$ cat src/rtl/assert_macros.svh
// ----------------------------------------------------------------------------
// assert_macros.svh: shared assertion shorthands
// The enclosing module must have clk and arst_n.
// ----------------------------------------------------------------------------
`ifndef ASSERT_MACROS_SVH
`define ASSERT_MACROS_SVH

// Same-cycle implication, checked outside reset
`define ASSERT_IMPLIES(name, ante, cons) \
	name: assert property (@(posedge clk) disable iff (!arst_n) (ante) |-> (cons)) \
	else $error("same-cycle implication failed");

// Next-cycle implication, checked outside reset
`define ASSERT_NEXT(name, ante, cons) \
	name: assert property (@(posedge clk) disable iff (!arst_n) (ante) |=> (cons)) \
	else $error("next-cycle implication failed");

`endif

$ cat src/rtl/g128a_pkg.sv
// ----------------------------------------------------------------------------
// g128a_pkg: Grain-128AEAD byte-step constants and feedback functions
// Eight-way parallel forms of the pre-output, LFSR and NFSR feedback.
// ----------------------------------------------------------------------------
package g128a_pkg;

	localparam int StateW = 128;
	localparam int HalfW  = 64;
	localparam int StepW  = 8;

	typedef logic [StateW-1:0] state_t;
	typedef logic [HalfW-1:0]  half_t;
	typedef logic [StepW-1:0]  byte_t;

	// Input word kinds
	localparam logic KindStep = 1'b0;
	localparam logic KindLoad = 1'b1;

	// Pre-output bits for steps t..t+7; all taps stay below the fed-back bits
	function automatic byte_t pre_byte(input state_t s, input state_t b);
		byte_t y;
		for (int j = 0; j < StepW; j++) begin
			y[j] = (b[12+j] & s[8+j]) ^ (s[13+j] & s[20+j])
				^ (b[95+j] & s[42+j]) ^ (s[60+j] & s[79+j])
				^ (b[12+j] & b[95+j] & s[94+j])
				^ s[93+j] ^ b[2+j] ^ b[15+j] ^ b[36+j] ^ b[45+j]
				^ b[64+j] ^ b[73+j] ^ b[89+j];
		end
		return y;
	endfunction

	// LFSR feedback bits f for steps t..t+7
	function automatic byte_t lfsr_fb(input state_t s);
		byte_t f;
		for (int j = 0; j < StepW; j++) begin
			f[j] = s[j] ^ s[7+j] ^ s[38+j] ^ s[70+j] ^ s[81+j] ^ s[96+j];
		end
		return f;
	endfunction

	// NFSR feedback bits g ^ s0 for steps t..t+7
	function automatic byte_t nfsr_fb(input state_t s, input state_t b);
		byte_t g;
		for (int j = 0; j < StepW; j++) begin
			g[j] = b[j] ^ b[26+j] ^ b[56+j] ^ b[91+j] ^ b[96+j]
				^ (b[3+j] & b[67+j]) ^ (b[11+j] & b[13+j])
				^ (b[17+j] & b[18+j]) ^ (b[27+j] & b[59+j])
				^ (b[40+j] & b[48+j]) ^ (b[61+j] & b[65+j])
				^ (b[68+j] & b[84+j])
				^ (b[22+j] & b[24+j] & b[25+j])
				^ (b[70+j] & b[78+j] & b[82+j])
				^ (b[88+j] & b[92+j] & b[93+j] & b[95+j])
				^ s[j];
		end
		return g;
	endfunction

endpackage

$ cat src/rtl/grain128aead_byte_step.sv
// ----------------------------------------------------------------------------
// grain128aead_byte_step: Grain-128AEAD pre-output generator, 8 steps per word
// Holds the 128-bit LFSR and NFSR and emits one pre-output byte per step word.
// ----------------------------------------------------------------------------
// Usage:
//   Input channel (in_valid/in_stall) carries one word: kind selects a step
//   (emit a byte, advance both registers by eight) or a load (write a 64-bit
//   half of the LFSR or NFSR chosen by target_nfsr and upper_half).
//   Output channel (out_valid/out_stall) carries pre_output, bit j being the
//   pre-output of step t+j. Loads produce no output word.
//   Output: a step word's byte is registered in the output register, or in the skid register while out_stall holds it.
//   Throughput: one word per cycle while in_stall is low; the eight-step update is a single layer
//   of parallel XOR/AND logic on the state registers.
//   Stall: an output register plus a one-entry skid register absorb results
//   while out_stall is high; in_stall rises only once the skid entry is full
//   and falls as soon as it drains.
//   Reset (arst_n low): both shift registers clear to zero and the output
//   side empties.
// ----------------------------------------------------------------------------
`include "assert_macros.svh"

module grain128aead_byte_step
	import g128a_pkg::*;
(
	input  logic        clk,
	input  logic        arst_n,
	input  logic        in_valid,
	output logic        in_stall,
	input  logic        kind,
	input  logic        target_nfsr,
	input  logic        upper_half,
	input  logic [63:0] load_word,
	output logic        out_valid,
	input  logic        out_stall,
	output logic [7:0]  pre_output
);

	state_t lin_q;
	state_t nonlin_q;
	byte_t  out_data_q;
	logic   out_valid_q;
	byte_t  skid_data_q;
	logic   skid_valid_q;

	logic   in_fire;
	logic   produce;
	logic   out_free;
	byte_t  y_byte;
	byte_t  f_byte;
	byte_t  g_byte;

	// Handshake
	assign in_stall = skid_valid_q;
	assign in_fire  = in_valid & ~skid_valid_q;
	assign produce  = in_fire & (kind == KindStep);
	assign out_free = ~out_valid_q | ~out_stall;

	// Eight-step parallel update
	always_comb begin
		y_byte = pre_byte(lin_q, nonlin_q);
		f_byte = lfsr_fb(lin_q);
		g_byte = nfsr_fb(lin_q, nonlin_q);
	end

	// Shift register state: step or load
	always_ff @(posedge clk or negedge arst_n) begin
		if (!arst_n) begin
			lin_q    <= '0;
			nonlin_q <= '0;
		end else if (produce) begin
			lin_q    <= {f_byte, lin_q[StateW-1:StepW]};
			nonlin_q <= {g_byte, nonlin_q[StateW-1:StepW]};
		end else if (in_fire) begin
			if (target_nfsr) begin
				if (upper_half) nonlin_q[StateW-1:HalfW] <= load_word;
				else            nonlin_q[HalfW-1:0]      <= load_word;
			end else begin
				if (upper_half) lin_q[StateW-1:HalfW] <= load_word;
				else            lin_q[HalfW-1:0]      <= load_word;
			end
		end
	end

	// Output register and skid entry
	always_ff @(posedge clk or negedge arst_n) begin
		if (!arst_n) begin
			out_valid_q  <= 1'b0;
			skid_valid_q <= 1'b0;
		end else if (out_free) begin
			if (skid_valid_q) begin
				out_valid_q  <= 1'b1;
				skid_valid_q <= 1'b0;
			end else begin
				out_valid_q <= produce;
			end
		end else if (produce) begin
			skid_valid_q <= 1'b1;
		end
	end

	// Payload registers
	always_ff @(posedge clk) begin
		if (out_free) begin
			if (skid_valid_q) out_data_q <= skid_data_q;
			else if (produce) out_data_q <= y_byte;
		end else if (produce) begin
			skid_data_q <= y_byte;
		end
	end

	assign out_valid  = out_valid_q;
	assign pre_output = out_data_q;

	// Assertions
	`ASSERT_IMPLIES(a_skid_behind_out, skid_valid_q, out_valid_q)
	`ASSERT_NEXT(a_load_no_result, in_fire && kind == KindLoad && !out_valid_q, !out_valid_q)
	`ASSERT_NEXT(a_stall_fills_skid, produce && out_valid_q && out_stall, skid_valid_q)
	`ASSERT_NEXT(a_lfsr_load_keeps_nfsr, in_fire && kind == KindLoad && !target_nfsr,
		nonlin_q == $past(nonlin_q))

endmodule
$ cat config.mk
export PLATFORM = sky130hd
export DESIGN_NAME = grain128aead_byte_step
export DESIGN_NICKNAME = d
export VERILOG_FILES = /design/src/rtl/g128a_pkg.sv /design/src/rtl/grain128aead_byte_step.sv
export VERILOG_INCLUDE_DIRS = /design/src /design/src/rtl
export SDC_FILE = /design/constraint.sdc
export NUM_CORES = 1
export LEC_CHECK = 0
export BUFFER_PORTS_ARGS = -buffer_cell sky130_fd_sc_hd__buf_2
export CORE_ASPECT_RATIO = 1.2
export CORE_MARGIN = 2
export CORE_UTILIZATION = 58
export CTS_BUF_LIST = sky130_fd_sc_hd__clkbuf_2
export DETAILED_ROUTE_END_ITERATION = 10
export GPL_TIMING_DRIVEN = 0
export PLACE_DENSITY = 0.79
export SETUP_SLACK_MARGIN = 0.05
export SYNTH_ARGS = -nofsm -noshare
export SYNTH_HDL_FRONTEND = slang
export SYNTH_SLANG_ARGS = --single-unit
$ cat constraint.sdc
create_clock -name clk -period 2.31 [get_ports clk]
set_input_delay 0.1155 -clock clk [delete_from_list [all_inputs] [get_ports clk]]
set_output_delay 0.1155 -clock clk [all_outputs]
set_load 0.005 [all_outputs]
==> results.toml, run 1 <==
[synthesis]
yosysWarnings = 0
synth_cells = 1602
ys_ff_latch = 274
syn_nets = 1673
synth_cell_types = 30
mappedNetlistArea_um2 = 14500
yosysSeqAreaShare_pct = 47.8
avgSynthCellArea_um2 = 9.06

[sta]
timing.hold.ws_ns = 0.104
skew_ns = 0.0497
fin_ws_ns = 0.0515
timing.fmax_ghz = 0.443
slew_headroom_pct = 58.1
setup_viol = 0
timing.final.crit_share_pct = 97.8
hold_violations = 0
final.setup.tns_ns = 0
tightest_slew_ns = 0.629
drv_slew = 0
period_minus_slack_ns = 2.26
rsz0062_at_grt = "yes"

[layout]
fin_nets = 1901
drive_above_1_share_pct = 18.2
nFillCells = 2014
final_common_cell = "a21oi_1"
final_cell_mix = "a21oi_1 (358), dfrtp_1 (257), nand2_1 (225), xnor2_1 (201)"
syn2layout_area_growth_pct = 16.4

[placed_design]
gp_congestion = 1.01
dp_hpwl_mm = 42.2
pre_cts_ws_ns = -0.452
portBuffers = 80

[floorplan]
initial_utilization_pct = 58.9
dieArea_um2 = 26300
pin_count = 81
die_w_um = 148
placementRows = 63
coreArea_um2 = 24700
fp.dieH_um = 177

[route]
drt-total-wl_mm = 58.0
vias = 13600
via_per_inst = 6.20
ant_nets = 0
drc_errors = 0
wl_per_cell_um = 26.4
drt-initial-drc-count = 1944
drt_pass1_iterations = 6

[cts]
ctsHtreeMaxLevel = 3
clk_latency_ns = 0.90
clockBufferDepth = 3
cts.clk_slew.worst_paths_ns = 0.10
numCtsBuffers = 73
cts_tree = "built"
clock-sinks = 274
root_buffer = "clkbuf_2"

[status]
status = "completed"

[power]
irDropWorstVdd_v = 0.000558
powerDensity_nw_per_um2 = 1040
cellLeakagePower_uw = 0.00725

[critical_path]
slowest_stage = "dfrtp_1"
end_kind = "register"
path_common_cell = "buf_2"
crit_type = "reg2reg"
crit_family = "simple AND/OR/NAND/NOR gates"
cp_data_required_time_ns = 3.04
cp_cell_sequence = "buf_2 -> nand2b_4 -> or2_2 -> buf_6 -> buf_2 -> and2_2 -> a21oi_2 -> o21ai_0"
crit_fanout = 10
crit_arrival_ns = 2.99
worst_setup_path_start_kind = "register"
critPathBufInv = 3
slowest_delay_ns = 0.37

[global_route]
antenna_found_initial = 1
met1_usage_pct = 57.5
busiest_layer = "met2"
grt_max_degree = 102
met3_usage_pct = 9.43
grt_pass1_vias = 13400
track_usage_pct = 44.8
grt_pass1_wl_mm = 84.0
overflow = 0
use_met2_pct = 67.9

[flow_run]
drv_cap = 0

[hold_path]
hold_class = "in2reg"
==> where the power goes <==
group	switching [uW]	internal, uW	leakage [uW]
Combinational	3450	3390	0.00357
Sequential	1240	5940	0.00319
Clock	2110	1410	0.000486
Total	6810	10700	0.00725
==> kinds of logic after synthesis <==
logic type | count (synthesis) | synth area share (%)
mux | 16 | 1.24
compound gates | 501 | 17.6
buf+inv | 111 | 3.59
simple gates | 460 | 13.5
flops | 274 | 47.8
xor+xnor | 240 | 16.3
==> path summary, 6_finish.rpt <==
| path | startpoint | endpoint | slack, ns | cells after the start |
|---|---|---|---|---|
| min in group asynchronous | arst_n | lin_q[115] | 0.31 | 3 |
| hold / removal | out_stall | in_stall | 0.10 | 4 |
| setup reg to reg | in_stall | nonlin_q[67] | 0.05 | 8 |
| max in group asynchronous | arst_n | nonlin_q[13] | 0.67 | 5 |
| hold reg to reg | lin_q[31] | lin_q[31] | 0.49 | 2 |
| setup / recovery | in_stall | nonlin_q[67] | 0.05 | 8 |
==> per-layer routing <==
| layer | up-vias | share of wire (%) |
|---|---|---|
| met4 | 0 | 8.7 |
| met5 | - | 0 |
| met1 | 6508 | 36 |
| met3 | 245 | 11 |
| met2 | 1018 | 43 |
| li1 | 5859 | - |
==> sequential cells by signal, indices dropped and copies added (netlist names) <==
register	count
out_valid	1
in_stall	1
pre_output	8
skid_data_q	8
nonlin_q	128
lin_q	128
==> stage by stage <==
stage | instance area [um^2] | power, uW | cells | util, %
after floorplan | 14500 | 11600 | 1602 | -
after global placement | 15300 | 13600 | 2007 | 62.1
after detailed placement | 15400 | 13700 | 2009 | 62.4
after CTS | 16800 | 17200 | 2197 | 68.0
after global routing | 16900 | 18300 | 2198 | 68.5
final | 16900 | 17500 | 2198 | 68.5
==> Yosys cell counts (all sizes together) <==
library cell  number  share of area, %
a21o               1             0.052
a21oi            371                13
and2              64               2.8
buf               40               1.5
clkbuf            70               2.0
dfrtp            258                44
dlymetal6s2s       1             0.086
edfxtp            16               3.3
mux2              16               1.2
nand2            227               5.9
nand2b             4              0.22
nand3             16              0.55
nand4              8              0.34
nor2             140               3.6
o21ai            121               4.2
o31ai              8              0.62
or2                1             0.043
xnor2            208                13
xnor3             16               2.5
xor2              16              0.97
==> timing repair <==
item / 4_1_cts / 5_1_grt
hold endpoints to repair: 431 / 0
hold buffers: 71 / 0
setup endpoints to repair: 116 / 189
pin swaps: 0 / 0
setup buffers: 0 / 0
resized for setup: 21 / 89
==> worst reg2reg max path: stages, from the launching register on <==
cell	delay, ns
dfrtp_1	0.37
buf_2	0.20
nand2b_4	0.21
or2_2	0.29
buf_6	0.18
buf_2	0.22
and2_2	0.30
a21oi_2	0.21
o21ai_0	0.12
==> layout make-up <==
class | instances | area, um^2 | share of cell area (%)
Clock inverter | 12 | 103 | 0.607
Buffer | 111 | 578 | 3.42
Antenna cell | 1 | 2.50 | 0.0148
Tap cell | 325 | 407 | 2.41
Multi-Input combinational cell | 1217 | 7170 | 42.4
Clock buffer | 105 | 526 | 3.11
Timing Repair Buffer | 153 | 1180 | 6.96
Sequential cell | 274 | 6940 | 41.0
(Power assumes the default switching activity.)
==> run 2, diff against run 1 <==
- CELL_PAD_IN_SITES_DETAIL_PLACEMENT: default -> 1
- CELL_PAD_IN_SITES_GLOBAL_PLACEMENT: default -> 1
- CORE_UTILIZATION: 58 -> 44
- PLACE_DENSITY: 0.79 -> default
- PLACE_DENSITY_LB_ADDON: default -> 0.1
==> run 2 against run 1 <==
Cell count up 4.4%. Global-route usage down 7.3 points. Largest cell class unchanged. Routed wire length up 8.7%. Clock skew up 0.013 ns. Largest power group is now combinational cells. Die area up 31%.
==> results.toml, run 2 (synthesis results as in run 1) <==
[critical_path]
crit_fanout = 6
r2r_slack_ns = 0.05
reg2reg_to = "nonlin_q[126]"
startpoint = "nonlin_q[102]"
worst_setup_path_start_kind = "register"
worstReg2RegStart = "nonlin_q[102]"
r2r_cells = 6
crit_type = "reg2reg"
crit_end = "nonlin_q[126]"
end_kind = "register"
crit_arrival_ns = 3.03
cp_data_required_time_ns = 3.08

[placed_design]
dpl_cell_area_um2 = 15500
dp_hpwl_mm = 46.7
gp_congestion = 0.983
portBuffers = 80

[layout]
fin_nets = 1904
final_cell_mix = "a21oi_1 (359), dfrtp_1 (255), nand2_1 (225), xnor2_1 (202), clkbuf_2 (153)"
final_common_cell = "a21oi_1"
reg_top3 = "lin_q: 128 flops, nonlin_q: 128 flops"
syn2layout_area_growth_pct = 17.7
multi_input_area_um2 = 7180
register_area_um2 = 6940
design_area_um2 = 17100
nFillCells = 3882
drive_above_1_share_pct = 19.3

[global_route]
track_usage_pct = 37.4
met1_usage_pct = 48.6
antenna_found_initial = 2
grt_pass1_wl_mm = 92.1
use_met2_pct = 60.0
grt_max_degree = 114
busiest_layer = "met2"
grt_pass1_vias = 14000
overflow = 0
met3_usage_pct = 5.69

[sta]
timing.hold.ws_ns = 0.101
skew_ns = 0.0623
timing.final.crit_share_pct = 98.0
drv_slew = 0
hold_violations = 0
rsz0062_at_grt = "yes"
tightest_slew_ns = 0.616
slew_headroom_pct = 58.7
timing.fmax_ghz = 0.442
period_minus_slack_ns = 2.26
setup_viol = 0

[cts]
postCtsSetupBuffers = 0
clk_latency_ns = 0.95
ctsHtreeMaxLevel = 3
numCtsBuffers = 74
cts_tree = "built"
cts.clk_slew.worst_paths_ns = 0.11
clock-sinks = 274
clockBufferDepth = 3
root_buffer = "clkbuf_2"

[route]
ant_nets = 0
via_per_inst = 5.88
wl_per_cell_um = 27.5
drt-total-wl_mm = 63.1
drc_errors = 0
vias = 13500
drt-initial-drc-count = 1427
drt_pass1_iterations = 5

[floorplan]
dieArea_um2 = 34500
die_w_um = 170
fp.dieH_um = 203
pin_count = 81
placementRows = 72
coreArea_um2 = 32300
initial_utilization_pct = 44.9

[power]
powerDensity_nw_per_um2 = 1050
p_total_uw = 18000
cellLeakagePower_uw = 0.00732
irDropWorstVdd_v = 0.000395

[hold_path]
hold_class = "in2reg"

[status]
status = "completed"

[flow_run]
drv_cap = 0
==> run 2: changes by cell type in the layout (fill, tap and decap cells not counted), moves of 3 or more <==
| cell | before | now |
|---|---|---|
| and2_2 | 27 | 24 |
| buf_2 | 101 | 106 |
| clkbuf_1 | 40 | 29 |
| clkbuf_2 | 138 | 153 |
==> run 2: worst min-delay path by stage <==
stage / endpoint / cells past startpoint / from
finish: out_valid / 4 / out_stall
global route: out_valid / 4 / out_stall
CTS: out_valid / 4 / out_stall
detailed placement: lin_q[26] / 1 / arst_n
global placement: out_valid / 3 / out_stall
floorplan: in_stall / 0 / arst_n
==> run 2: layout make-up <==
type,instances,area share [%]
Sequential cell,274,40.6
Buffer,111,3.43
Tap cell,407,2.98
Timing Repair Buffer,155,7.10
Multi-Input combinational cell,1217,42.0
Clock buffer,115,3.37
Antenna cell,2,0.0293
Clock inverter,13,0.520
==> run 2: stage by stage <==
step           instances  setup WS [ns]  utilization, %  TNS [ns]
3_5_place_dp        2091         -0.639            47.9    -15.66
6_report            2294         0.0460            52.9         0
2_1_floorplan       1602          0.238               -         0
5_1_grt             2294         0.0134            52.9         0
3_3_place_gp        2089          -3.90            47.7  -1007.21
4_1_cts             2292         0.0455            52.5         0
==> run 2: per-layer routing <==
| layer | vias to the layer above | part of all wire, % |
|---|---|---|
| li1 | 5877 | - |
| met1 | 6852 | 40 |
| met2 | 586 | 47 |
| met3 | 185 | 6.8 |
| met4 | 0 | 6.3 |
| met5 | - | 0 |
==> run 2: critical path: stages (launching register included) <==
cell and delay (ns):
dfrtp_1 0.53, xnor2_1 0.34, xnor2_1 0.14, xnor2_1 0.36, xnor3_1 0.48, nor2_1 0.17
o31ai_2 0.07
==> run 2: power by group <==
part,switching (uW),internal (uW),total [uW]
Combinational,3790,3400,7200
Sequential,1250,5940,7190
Clock,2210,1420,3630
==> run 2: timing repair <==
| item | CTS | global route |
|---|---|---|
| cloned | 0 | 0 |
| setup endpoints to repair | 176 | 210 |
| hold endpoints to repair | 439 | 0 |
| hold buffers | 73 | 0 |
| gates resized for setup | 30 | 105 |
==> run 3, diff against run 2 <==
- SETUP_SLACK_MARGIN: 0.05 -> 0.5
==> run 3 against run 2 <==
Via count rose by 7.0%. Maximum frequency up 12%. Utilization increased by 9.1 points. Combinational power up 23%. Largest power group unchanged. Highest routed layer unchanged.
==> results.toml, run 3 (synthesis results as in run 1) <==
[critical_path]
crit_fanout = 6
end_kind = "register"
r2r_cells = 6
cp_cell_sequence = "nand2_1 -> xor2_1 -> xnor3_1 -> xnor3_1 -> nor2_1 -> o31ai_2"
reg2reg_to = "nonlin_q[125]"
worst_setup_path_start_kind = "register"
crit_type = "reg2reg"
slowest_stage = "dfrtp_2"
r2r_slack_ns = 0.28
path_common_cell = "xnor3_1"
cp_data_required_time_ns = 3.14
worstReg2RegStart = "nonlin_q[89]"
crit_arrival_ns = 2.86
slowest_delay_ns = 0.51

[sta]
slew_headroom_pct = 55.6
final.setup.tns_ns = 0
period_minus_slack_ns = 2.03
setup_viol = 0
drv_slew = 0
skew_ns = 0.0768
tightest_slew_ns = 0.667
timing.hold.ws_ns = 0.0780
rsz0062_at_grt = "yes"
timing.final.crit_share_pct = 87.8
fin_ws_ns = 0.283
timing.fmax_ghz = 0.493
hold_violations = 0

[global_route]
track_usage_pct = 38.8
grt_pass1_wl_mm = 96.6
grt_max_degree = 119
antenna_found_initial = 2
overflow = 0
grt_pass1_vias = 14700

[placed_design]
dp.cells = 2091
gp_congestion = 0.966
pre_cts_ws_ns = -0.229
portBuffers = 80
dp_hpwl_mm = 46.7

[route]
drt-initial-drc-count = 1719
drt_pass1_iterations = 5
ant_nets = 0
drc_errors = 0
drt-total-wl_mm = 70.9
via_per_inst = 6.17
vias = 14500
wl_per_cell_um = 30.3

[floorplan]
die_w_um = 170
coreArea_um2 = 32300
placementRows = 72
dieArea_um2 = 34500
initial_utilization_pct = 44.9
fp.dieH_um = 203
pin_count = 81

[status]
status = "completed"

[power]
p_sw_share_pct = 41.7
combinationalPowerShare_pct = 44.2
irDropWorstVdd_v = 0.000392
cellLeakagePower_uw = 0.00838
seq_power_share_pct = 37.3
powerDensity_nw_per_um2 = 999
clockPowerShare_pct = 18.6
switching_power_uw = 8360
p_int_uw = 11700
p_total_uw = 20000

[cts]
cts_tree = "built"
root_buffer = "clkbuf_2"
clock-sinks = 274
clockBufferDepth = 3
ctsHtreeMaxLevel = 3
numCtsBuffers = 75
clk_latency_ns = 0.96
cts.clk_slew.worst_paths_ns = 0.13

[layout]
fin_nets = 1956
syn2layout_area_growth_pct = 38.1
drive_above_1_share_pct = 43.0
final_cell_mix = "a21oi_2 (239), nand2_1 (221), dfrtp_1 (216), xnor2_1 (145), nor2_1 (135)"
reg_top3 = "lin_q: 128 flops, nonlin_q: 128 flops"
fin_cells = 2341
final_common_cell = "a21oi_2"

[hold_path]
worstHoldPathCells = 3
min_from = "out_stall"
hold_class = "in2reg"
whs_endpoint = "pre_output[3]"

[flow_run]
drv_cap = 0
-- run 3: power groups by stage --
stage | Sequential (uW) | Clock [uW] | Combinational, uW
after detailed placement | 7220 | 0 | 6880
after CTS | 7200 | 3670 | 7410
after global placement | 7190 | 0 | 6700
after floorplan | 6640 | 0 | 4920
after global routing | 7490 | 3980 | 9230
final | 7470 | 3720 | 8850
-- run 3: final cells by class --
type                       count  area, um^2
clock buffer                 107         536
multi-input combinational   1217        9090
sequential                   274        6990
clock inverter                17         118
antenna                        2        5.00
timing repair buffer         206        1780
fill                        3535       12300
buffer                       111        1020
tap                          407         509
-- run 3: worst max-delay path by stage --
stage                             from            end  slack, ns  cells past startpoint
after global placement          arst_n  nonlin_q[126]      -3.86                      1
after floorplan               in_stall  pre_output[0]       0.52                      7
after global routing      nonlin_q[89]  nonlin_q[125]       0.25                      6
after detailed placement      in_stall      lin_q[95]      -0.23                      6
final                     nonlin_q[89]  nonlin_q[125]       0.28                      6
after CTS                 nonlin_q[95]  pre_output[6]       0.33                      7
-- run 3: critical path: cells and delay by family (launching register included) --
family                    cells  cell delay, ns
xor gates and xnor gates      3            1.00
and+or+nand+nor               2            0.19
AOI/OAI and AO/OA             1            0.18
DFF                           1            0.51
-- run 3: through the flow --
step | utilization, % | cell area [um^2]
after floorplan | - | 14500
after global placement | 47.8 | 15500
after detailed placement | 48.0 | 15500
after CTS | 56.5 | 18300
after global routing | 62.0 | 20100
final | 62.0 | 20100
-- run 3: what timing repair did --
action	4_1_cts	5_1_grt
hold buffers	73	0
resized for setup	387	505
cloned	7	5
pin swaps	82	148
hold endpoints to repair	532	0
setup buffers	17	22
endpoints found under the setup margin	280	278
-- run 3: layer usage --
| metal | GRT usage (%) | wire length, um | vias to the layer above |
|---|---|---|---|
| li1 | - | - | 5972 |
| met1 | 49.1 | 26200 | 7263 |
| met2 | 61.0 | 32000 | 908 |
| met3 | 6.65 | 6160 | 308 |
| met4 | 26.4 | 6490 | 0 |
| met5 | 0 | 0 | - |
